==> src/hdl/slab_pkg.sv <==
// Types, constants and codes shared by the slab allocator modules
package slab_pkg;

    localparam int MAX_SLOTS_DEF    = 1024;
    localparam int HEADER_BYTES_DEF = 16;

    localparam int ADDR_W    = 32;
    localparam int OBJ_W     = 16;
    localparam int REGION_W  = 24;
    localparam int STRIDE_W  = 17;
    localparam int REQ_W     = 2;
    localparam int STATUS_W  = 2;
    localparam int FREE_W    = 11;
    localparam int CFG_IDX_W = 2;
    localparam int CFG_DAT_W = 32;
    localparam int DIV_W     = 32;

    localparam logic [OBJ_W-1:0] OBJ_BYTES_RST = OBJ_W'(64);

    localparam logic [CFG_IDX_W-1:0] CFG_REGION_BASE  = CFG_IDX_W'(0);
    localparam logic [CFG_IDX_W-1:0] CFG_OBJECT_BYTES = CFG_IDX_W'(1);
    localparam logic [CFG_IDX_W-1:0] CFG_REGION_BYTES = CFG_IDX_W'(2);

    typedef enum logic [REQ_W-1:0] {
        REQ_ALLOC = 2'd0,
        REQ_FREE  = 2'd1,
        REQ_INIT  = 2'd2,
        REQ_CLEAR = 2'd3
    } t_req;

    typedef enum logic [STATUS_W-1:0] {
        ST_DONE    = 2'd0,
        ST_NO_SLOT = 2'd1,
        ST_REJECT  = 2'd2
    } t_status;

    typedef enum logic [3:0] {
        S_IDLE,
        S_CLEAR,
        S_A_CHECK,
        S_A_GRANT,
        S_F_CHECK,
        S_F_DIV,
        S_F_PUSH,
        S_I_START,
        S_I_DIV,
        S_I_SET,
        S_I_WALK
    } t_state;

    typedef struct packed {
        logic    take;
        logic    div_free;
        logic    div_init;
        logic    init_set;
        logic    walk;
        logic    push;
        logic    pop;
        logic    clear;
        logic    respond;
        t_status resp_status;
    } t_cmd;

    typedef struct packed {
        logic empty;
        logic free_pre_bad;
        logic div_done;
        logic free_post_bad;
        logic walk_last;
    } t_stat;

endpackage

==> src/hdl/slab_ctrl.sv <==
// Request sequencer of the slab allocator
module slab_ctrl
    import slab_pkg::*;
(
    input  logic             i_clk,
    input  logic             i_rst_n,
    input  logic             i_start,
    input  logic [REQ_W-1:0] i_req_type,
    input  t_stat            i_stat,
    output t_cmd             o_cmd,
    output logic             o_busy
);

    t_state r_state;
    t_state n_state;

    always_ff @(posedge i_clk) begin
        if (!i_rst_n) begin
            r_state <= S_IDLE;
        end else begin
            r_state <= n_state;
        end
    end

    always_comb begin
        n_state = r_state;
        case (r_state)
            S_IDLE: begin
                if (i_start) begin
                    case (t_req'(i_req_type))
                        REQ_ALLOC: n_state = S_A_CHECK;
                        REQ_FREE:  n_state = S_F_CHECK;
                        REQ_INIT:  n_state = S_I_START;
                        REQ_CLEAR: n_state = S_CLEAR;
                        default:   n_state = S_IDLE;
                    endcase
                end
            end
            S_CLEAR:   n_state = S_IDLE;
            S_A_CHECK: n_state = i_stat.empty ? S_IDLE : S_A_GRANT;
            S_A_GRANT: n_state = S_IDLE;
            S_F_CHECK: n_state = i_stat.free_pre_bad ? S_IDLE : S_F_DIV;
            S_F_DIV:   n_state = i_stat.div_done ? S_F_PUSH : S_F_DIV;
            S_F_PUSH:  n_state = S_IDLE;
            S_I_START: n_state = S_I_DIV;
            S_I_DIV:   n_state = i_stat.div_done ? S_I_SET : S_I_DIV;
            S_I_SET:   n_state = S_I_WALK;
            S_I_WALK:  n_state = i_stat.walk_last ? S_IDLE : S_I_WALK;
            default:   n_state = S_IDLE;
        endcase
    end

    always_comb begin
        o_cmd             = '0;
        o_cmd.resp_status = ST_DONE;
        o_busy            = (r_state != S_IDLE);
        case (r_state)
            S_IDLE: begin
                o_cmd.take = i_start;
            end
            S_CLEAR: begin
                o_cmd.clear   = 1'b1;
                o_cmd.respond = 1'b1;
            end
            S_A_CHECK: begin
                if (i_stat.empty) begin
                    o_cmd.respond     = 1'b1;
                    o_cmd.resp_status = ST_NO_SLOT;
                end
            end
            S_A_GRANT: begin
                o_cmd.pop     = 1'b1;
                o_cmd.respond = 1'b1;
            end
            S_F_CHECK: begin
                if (i_stat.free_pre_bad) begin
                    o_cmd.respond     = 1'b1;
                    o_cmd.resp_status = ST_REJECT;
                end else begin
                    o_cmd.div_free = 1'b1;
                end
            end
            S_F_PUSH: begin
                o_cmd.respond = 1'b1;
                if (i_stat.free_post_bad) begin
                    o_cmd.resp_status = ST_REJECT;
                end else begin
                    o_cmd.push = 1'b1;
                end
            end
            S_I_START: begin
                o_cmd.div_init = 1'b1;
            end
            S_I_SET: begin
                o_cmd.init_set = 1'b1;
            end
            S_I_WALK: begin
                o_cmd.walk    = 1'b1;
                o_cmd.respond = i_stat.walk_last;
            end
            default: begin
                o_cmd.take = 1'b0;
            end
        endcase
    end

endmodule

==> config.mk <==
export PLATFORM = sky130hd
export DESIGN_NAME = slab_ctrl
export DESIGN_NICKNAME = d
export VERILOG_FILES = /design/src/hdl/slab_pkg.sv /design/src/hdl/slab_ctrl.sv
export SDC_FILE = /design/constraint.sdc
export NUM_CORES = 1
export LEC_CHECK = 0
export BUFFER_PORTS_ARGS = -buffer_cell sky130_fd_sc_hd__buf_2
export CAP_MARGIN = 20
export CORE_UTILIZATION = 30
export CTS_CLUSTER_SIZE = 25
export DETAILED_ROUTE_END_ITERATION = 7
export HOLD_SLACK_MARGIN = 0.05
export PLACE_DENSITY = 0.57
export SLEW_MARGIN = 20
export SYNTH_ARGS = -nofsm -noshare
export SYNTH_HDL_FRONTEND = slang
export SYNTH_SLANG_ARGS = --single-unit
==> constraint.sdc <==
create_clock -name i_clk -period 1.1 [get_ports i_clk]
set_input_delay 0.165 -clock i_clk [delete_from_list [all_inputs] [get_ports i_clk]]
set_output_delay 0.165 -clock i_clk [all_outputs]
set_load 0.01 [all_outputs]
==> metrics.cfg, run 1 <==
[run_status]
outcome = finished with violations
violations = setup timing

[sta]
rsz0062_at_grt = yes
maxSlewHeadroom_pct = 83.7
finalSetupViolCount = 16
worst_slew_pin_slew_ns = 0.242
min_period_ns = 1.42
fin_crit_sh_pct = 129
finalHoldViolCount = 0
whs_ns = 0.235
layout_setup_ws_ns = -0.323
fin_tns_setup_ns = -3.52
max_freq_ghz = 0.703
drv_slew = 0
skew_ns = 0.000236

[place]
place.port_buffers = 21
dp_cells = 118
place_congestion = 0.728
dp_hpwl_um = 1140
dp_slack_ns = -0.205

[grt]
grt.overflow.total = 0
grt_usage_pct = 20.5
grt_pass1_wl_um = 2790
grt_pass1_vias = 669
grt_max_degree = 10
grt_antenna_before_repair = 0

[worst_setup_path]
r2r_setup_slack_ns = -0.24
crit_required_ns = 0.94
r2r-start = r_state[1]
crit_arrival_ns = 1.26
end_kind = output pin
reg2reg_depth = 6
cp_max_fo = 5
startpoint_type = flop
criticalPathCategory = reg2out
r2r-end = r_state[2]

[pwr]
pwr-share-clk_pct = 20.5
combPwrFrac_pct = 58.2
seqPwrFrac_pct = 21.3
p_leak_uw = 0.000462
vdd_drop_max_v = 0.000486
p_int_uw = 577
switching_power_uw = 316
p_per_area_nw_per_um2 = 928
switching_share_pct = 35.4

[floorplan]
core_area_sq_um = 1510
die_x_um = 42.4
dieHeight_um = 42.4
initial_core_util_pct = 32.5
rows = 14
die-area_sq_um = 1800
ios = 22

[synth]
netlist_instances = 66
netlist_area_sq_um = 489
syn_area_per_cell_sq_um = 7.41
syn_nets = 79
yosys_warnings = 0
synth_cell_type_count = 29
yosysSeqAreaShare_pct = 16.4
ys_ff_latch = 4

[detailed_routing]
drc_errors = 0
wl_per_cell_um = 12.5
vias_per_cell = 5.11
dr.pass1.iters = 4
drtIter0Drc = 6
vias = 669
finalWirelength_um = 1640
ant_nets = 0

[finish]
utilization_pct = 63.9
fill_cells = 131
regMostFlops = r_state
diodes = 0
nets = 130
reg.largest.list = r_state x4
layout-drive-gt1-share_pct = 70.4
instances_no_fill = 131
area_delta_synth_final_pct = 96.7
largest_register_ffs = 4

[job]
cap_violations = 0

[clock_network]
cts_inserted_buffers = 3
ctsHoldBuffers = 0
cts_tree = done
htree_levels = 1
clk_path_buf_depth = 2
root_buffer = clkbuf_4
clk_latency_ns = 0.23
clk_pin_slew_ns = 0.04
clkSinkCount = 4

[min_path]
whs_endpoint = r_state[1]
hp-class = in2reg
holdCritStartpoint = i_rst_n
hold_depth = 3

## placed cells by master, fill, tap and decap left out, types with 2 or more instances in the layout
| master | instances |
|---|---|
| dfxtp_4 | 3 |
| buf_2 | 19 |
| clkbuf_4 | 3 |
| inv_2 | 2 |
| buf_6 | 8 |
| buf_4 | 23 |
| nor2_1 | 4 |
| a21oi_2 | 2 |
| inv_1 | 4 |
| nand2b_4 | 2 |
| a21oi_1 | 3 |
| nor4_2 | 2 |
| o21ai_2 | 2 |
| o21ai_1 | 4 |
| nor3_1 | 4 |
| nand2_1 | 2 |
| ha_1 | 3 |
| a31oi_1 | 2 |
## worst max-delay path: stages (launching register included)
cell     delay (ns)
dfxtp_4        0.39
nor2b_4        0.16
and3_4         0.18
a21oi_2        0.04
o22ai_2        0.12
buf_2          0.14
## metal layers
| layer | up-vias | part of all wire (%) | track usage [%] |
|---|---|---|---|
| met3 | 2 | 3.8 | 2.59 |
| met2 | 19 | 54 | 36.9 |
| met4 | 0 | 0.49 | 9.38 |
| met1 | 310 | 42 | 23.6 |
| met5 | - | 0 | 0 |
| li1 | 338 | - | - |
## power groups by stage
stage | Combinational [uW] | Sequential (uW) | Clock (uW)
2_1_floorplan | 227 | 172 | 0
3_3_place_gp | 372 | 189 | 0
3_5_place_dp | 376 | 190 | 0
4_1_cts | 507 | 189 | 190
5_1_grt | 561 | 192 | 208
6_report | 520 | 190 | 183
## synth_stat cells, drive strengths merged
cell	n	area [sq um]
nand2b	3	18.8
o221ai	1	15.0
and4	1	8.76
inv	6	22.5
a22oi	1	7.51
o21bai	1	7.51
nand3	1	10.0
nor3	6	30.0
and3	2	12.5
and2	1	6.26
buf	4	33.8
dfxtp	4	80.1
a31oi	2	12.5
a21oi	5	25.0
mux2i	1	10.0
nor2	6	22.5
nor4	3	40.0
o21ai	7	35.0
ha	3	37.5
nand2	3	11.3
nor3b	1	7.51
nor2b	2	12.5
o22ai	1	6.26
o32ai	1	16.3
## metrics by stage
stage / instance area (sq um) / power, uW
final: 962 / 893
after global routing: 962 / 961
after CTS: 940 / 885
after detailed placement: 739 / 566
after global placement: 739 / 562
after floorplan: 509 / 399
## cell type report
cell class	count	area (sq um)	area share, %
Tap cell	16	20.0	2.08
Timing Repair Buffer	50	358	37.2
Multi-Input combinational cell	52	447	46.4
Inverter	6	22.5	2.34
Sequential cell	4	92.6	9.62
Clock buffer	3	22.5	2.34
## how the worst max path moves through the flow
stage / from / end / slack, ns / cells after the start
2_1_floorplan: r_state[1] / o_cmd[10] / -0.03 / 3
3_3_place_gp: r_state[2] / r_state[0] / -0.16 / 4
3_5_place_dp: r_state[1] / o_cmd[2] / -0.21 / 5
4_1_cts: r_state[1] / o_cmd[2] / -0.32 / 5
5_1_grt: r_state[1] / o_cmd[2] / -0.38 / 5
6_report: r_state[1] / o_cmd[2] / -0.32 / 5
## kinds of logic (layout without fill, tap and decap cells)
kind of cell             count (synthesis)  after routing  synth area share (%)
AND/OR/NAND/NOR                         29             29                  36.8
flip-flops                               4              4                  16.4
buffers and inverters                   10             59                  11.5
AO/OA/AOI/OAI                           19             19                  25.6
multiplexers                             1              1                  2.05
adder cells (fa/ha/maj)                  3              3                  7.67
## timing repair
| item | CTS | global route |
|---|---|---|
| setup endpoints to repair | 16 | 16 |
| setup buffers | 10 | 3 |
| resized for setup | 30 | 6 |
| hold endpoints to repair | 0 | 0 |
| pin swaps | 9 | 6 |
| gates cloned | 0 | 0 |
Power figures use the tool's default switching activity.
==> run 2: changes to the inputs <==
--- a/config.mk
+++ b/config.mk
@@ -5,13 +5,14 @@
 export SDC_FILE = /design/constraint.sdc
 export NUM_CORES = 1
 export LEC_CHECK = 0
+export ABC_AREA = 1
 export BUFFER_PORTS_ARGS = -buffer_cell sky130_fd_sc_hd__buf_2
 export CAP_MARGIN = 20
 export CORE_UTILIZATION = 30
 export CTS_CLUSTER_SIZE = 25
 export DETAILED_ROUTE_END_ITERATION = 7
 export HOLD_SLACK_MARGIN = 0.05
-export PLACE_DENSITY = 0.57
+export PLACE_DENSITY = 0.58
 export SLEW_MARGIN = 20
 export SYNTH_ARGS = -nofsm -noshare
 export SYNTH_HDL_FRONTEND = slang
==> run 2 against run 1 <==
Effect of this change: the run still ends with setup timing left; die area down 2.7%; clock-buffer cell count is the same; synthesized cell count grew 33%; cell count rose by 14%; clock skew is 0.0022 ns higher; routed wire length rose by 8.3%; hold slack improved by 0.029 ns; non-clock buffer count decreased by 8; power up 42%; flip-flop and latch count did not move; via count grew 4.6%.
==> metrics.cfg, run 2 <==
[synth]
synth_common_cells = nand2_1, inv_1, nor2_1, nand3_1, nand2_2  ; was nor2_1, nor3_1, a21oi_1
yosysTopAreaCellShare_pct = 16.8  ; was 16.4%
netlist_area_sq_um = 475  ; was 489 sq um
syn_area_per_cell_sq_um = 5.40  ; was 7.41 sq um
ys_ff_latch = 4  ; unchanged
yosysSeqAreaShare_pct = 16.8  ; was 16.4%
synth.most_common_cell = nand2_1
synth_cell_type_count = 16  ; was 29
yosys_warnings = 0  ; unchanged
syn_nets = 101  ; was 79
ys.flop_type = dfxtp_1  ; unchanged
synthArstFlopShare_pct = 0  ; unchanged
ys_top_cells_by_area = dfxtp_1, nand2_1, inv_1  ; was dfxtp_1, ha_1, nor3_1
synth_edf_count = 0  ; unchanged
netlist_instances = 88  ; was 66
yosysTopAreaCell = dfxtp_1  ; unchanged

[finish]
reg.largest.list = r_state x4  ; unchanged
nets = 148  ; was 130
regMostFlops = r_state  ; unchanged
diodes = 0  ; unchanged
fill_cells = 127  ; was 131
instances_no_fill = 149  ; was 131
final_cell_mix = buf_2, inv_1, buf_6, buf_4, nand2_2  ; was buf_4, buf_2, buf_6
layout-drive-gt1-share_pct = 71.4  ; was 70.4%
final_common_cell = buf_2  ; was buf_4
largest_register_ffs = 4  ; unchanged
area_delta_synth_final_pct = 118  ; was 96.7%

[sta]
max_freq_ghz = 0.734  ; was 0.703 GHz
finalHoldViolCount = 0  ; unchanged
drv_slew = 0  ; unchanged
skew_ns = 0.00247  ; was 0.000236 ns
maxSlewHeadroom_pct = 87.2  ; was 83.7%
worst_slew_pin_slew_ns = 0.191  ; was 0.242 ns
fin_crit_sh_pct = 124  ; was 129%
layout_setup_ws_ns = -0.262  ; was -0.323 ns
finalSetupViolCount = 16  ; unchanged
rsz0062_at_grt = yes  ; unchanged
min_period_ns = 1.36  ; was 1.42 ns

[clock_network]
cts_tree = done  ; unchanged
root_buffer = clkbuf_4  ; unchanged
htree_levels = 1  ; unchanged
cts_inserted_buffers = 3  ; unchanged
clk_latency_ns = 0.23  ; about the same
clkSinkCount = 4  ; unchanged
clk_pin_slew_ns = 0.04  ; about the same
ctsHoldBuffers = 0  ; unchanged
clk_path_buf_depth = 2  ; unchanged

[detailed_routing]
vias_per_cell = 4.70  ; was 5.11
ant_nets = 0  ; unchanged
drtIter0Drc = 6  ; unchanged
finalWirelength_um = 1780  ; was 1640 um
wl_per_cell_um = 12.0  ; was 12.5 um
dr.pass1.iters = 4  ; unchanged
vias = 700  ; was 669
drc_errors = 0  ; unchanged

[pwr]
seqPwrFrac_pct = 18.7  ; was 21.3%
vdd_drop_max_v = 0.000894  ; was 0.000486 V
p_int_uw = 706  ; was 577 uW
p_leak_uw = 0.000565  ; was 0.000462 uW
switching_share_pct = 44.3  ; was 35.4%
switching_power_uw = 561  ; was 316 uW
combPwrFrac_pct = 67.3  ; was 58.2%
pwr-share-clk_pct = 14.1  ; was 20.5%
p_total_uw = 1270  ; was 893 uW
p_per_area_nw_per_um2 = 1220  ; was 928 nW/um^2

[grt]
grt_max_degree = 6  ; was 10
grt_usage_pct = 19.3  ; was 20.5%
grt_antenna_before_repair = 0  ; unchanged
grt.overflow.total = 0  ; unchanged
grt_pass1_wl_um = 2570  ; was 2790 um
grt_pass1_vias = 638  ; was 669

[floorplan]
ios = 22  ; unchanged
die_x_um = 41.8  ; was 42.4 um
rows = 14  ; unchanged
die-area_sq_um = 1750  ; was 1800 sq um
dieHeight_um = 41.8  ; was 42.4 um
core_area_sq_um = 1490  ; was 1510 sq um
initial_core_util_pct = 31.9  ; was 32.5%

[place]
dp_hpwl_um = 1070  ; was 1140 um
place.port_buffers = 21  ; unchanged
dp_cells = 140  ; was 118
place_congestion = 0.815  ; was 0.728
dp_slack_ns = -0.0903  ; was -0.205 ns

[worst_setup_path]
startpoint_type = flop  ; unchanged
slowest_stage = dfxtp_4  ; unchanged
crit_family = flip-flops  ; unchanged
path_buf_inv = 2  ; was 1
crit_required_ns = 0.94  ; about the same
end_kind = output pin  ; unchanged
criticalPathCategory = reg2out  ; unchanged
slowest_delay_ns = 0.41  ; was 0.39 ns
crit_arrival_ns = 1.20  ; was 1.26 ns
cp_max_fo = 4  ; was 5
worstPathCellList = inv_8, nand2_8, nor2_4, a21oi_2, nand4_1, buf_2  ; was nor2b_4, and3_4, a21oi_2, o22ai_2, buf_2

[run_status]
outcome = finished with violations  ; unchanged
violations = setup timing  ; unchanged

[min_path]
hp-class = in2reg  ; unchanged

[job]
cap_violations = 0  ; unchanged

==> run 2: what timing repair did <==
action | in CTS | in global routing
buffers inserted | 6 | 2
setup endpoints to repair | 16 | 16
resized for setup | 47 | 26
pin swaps | 18 | 21
==> run 2: final timing paths <==
| kind | start | to | slack [ns] | cells after the start |
|---|---|---|---|---|
| worst max-delay path | r_state[0] | o_cmd[2] | -0.26 | 6 |
| worst min-delay path | i_rst_n | r_state[1] | 0.26 | 5 |
| worst max register to register | r_state[3] | r_state[1] | -0.08 | 8 |
| worst min register to register | r_state[3] | r_state[3] | 0.73 | 4 |
==> run 2: per-layer routing <==
layer / track usage [%] / vias up / share of wire [%]
met5: 0 / - / 0
met4: 9.03 / 0 / 2.0
met3: 3.91 / 4 / 3.6
met2: 35.0 / 21 / 57
met1: 21.1 / 318 / 37
li1: - / 357 / -
==> run 2: tightest hold or removal path: stages <==
cell and delay, ns:
buf_2 0.08, nand2_2 0.04, clkinv_2 0.05, nand2_4 0.05
nor2_1 0.07
==> run 2: cell families after synthesis <==
family                   count (synthesis)  share of synthesized area [%]
AND/OR/NAND/NOR                         57                           55.5
buffers and inverters                   21                           16.6
flip-flops                               4                           16.8
AO/OA/AOI/OAI                            3                           3.15
adder cells (fa/ha/maj)                  3                           7.90
==> run 2: power by group through the flow <==
stage	clock, uW	combinational (uW)	sequential [uW]
floorplan	0	279	198
global placement	0	520	198
detailed placement	0	522	200
CTS	185	740	220
global route	201	923	240
finish	178	852	237
==> run 2: cell type report <==
type                            instances  area (sq um)  area share, %
Multi-Input combinational cell         63           487           47.0
Timing Repair Buffer                   42           315           30.5
Sequential cell                         4          95.1           9.19
Inverter                               21          95.1           9.19
Clock buffer                            3          22.5           2.18
Tap cell                               16          20.0           1.93
==> run 2: stage by stage <==
step                area, sq um  TNS (ns)  util [%]  hold slack [ns]
floorplan                   475         0         -            0.384
global placement            713    -0.246      47.9            0.533
detailed placement          713    -0.322      47.9            0.533
CTS                         933     -2.24      62.7            0.293
global route               1030     -3.42      69.5            0.278
finish                     1030     -2.48      69.5            0.265
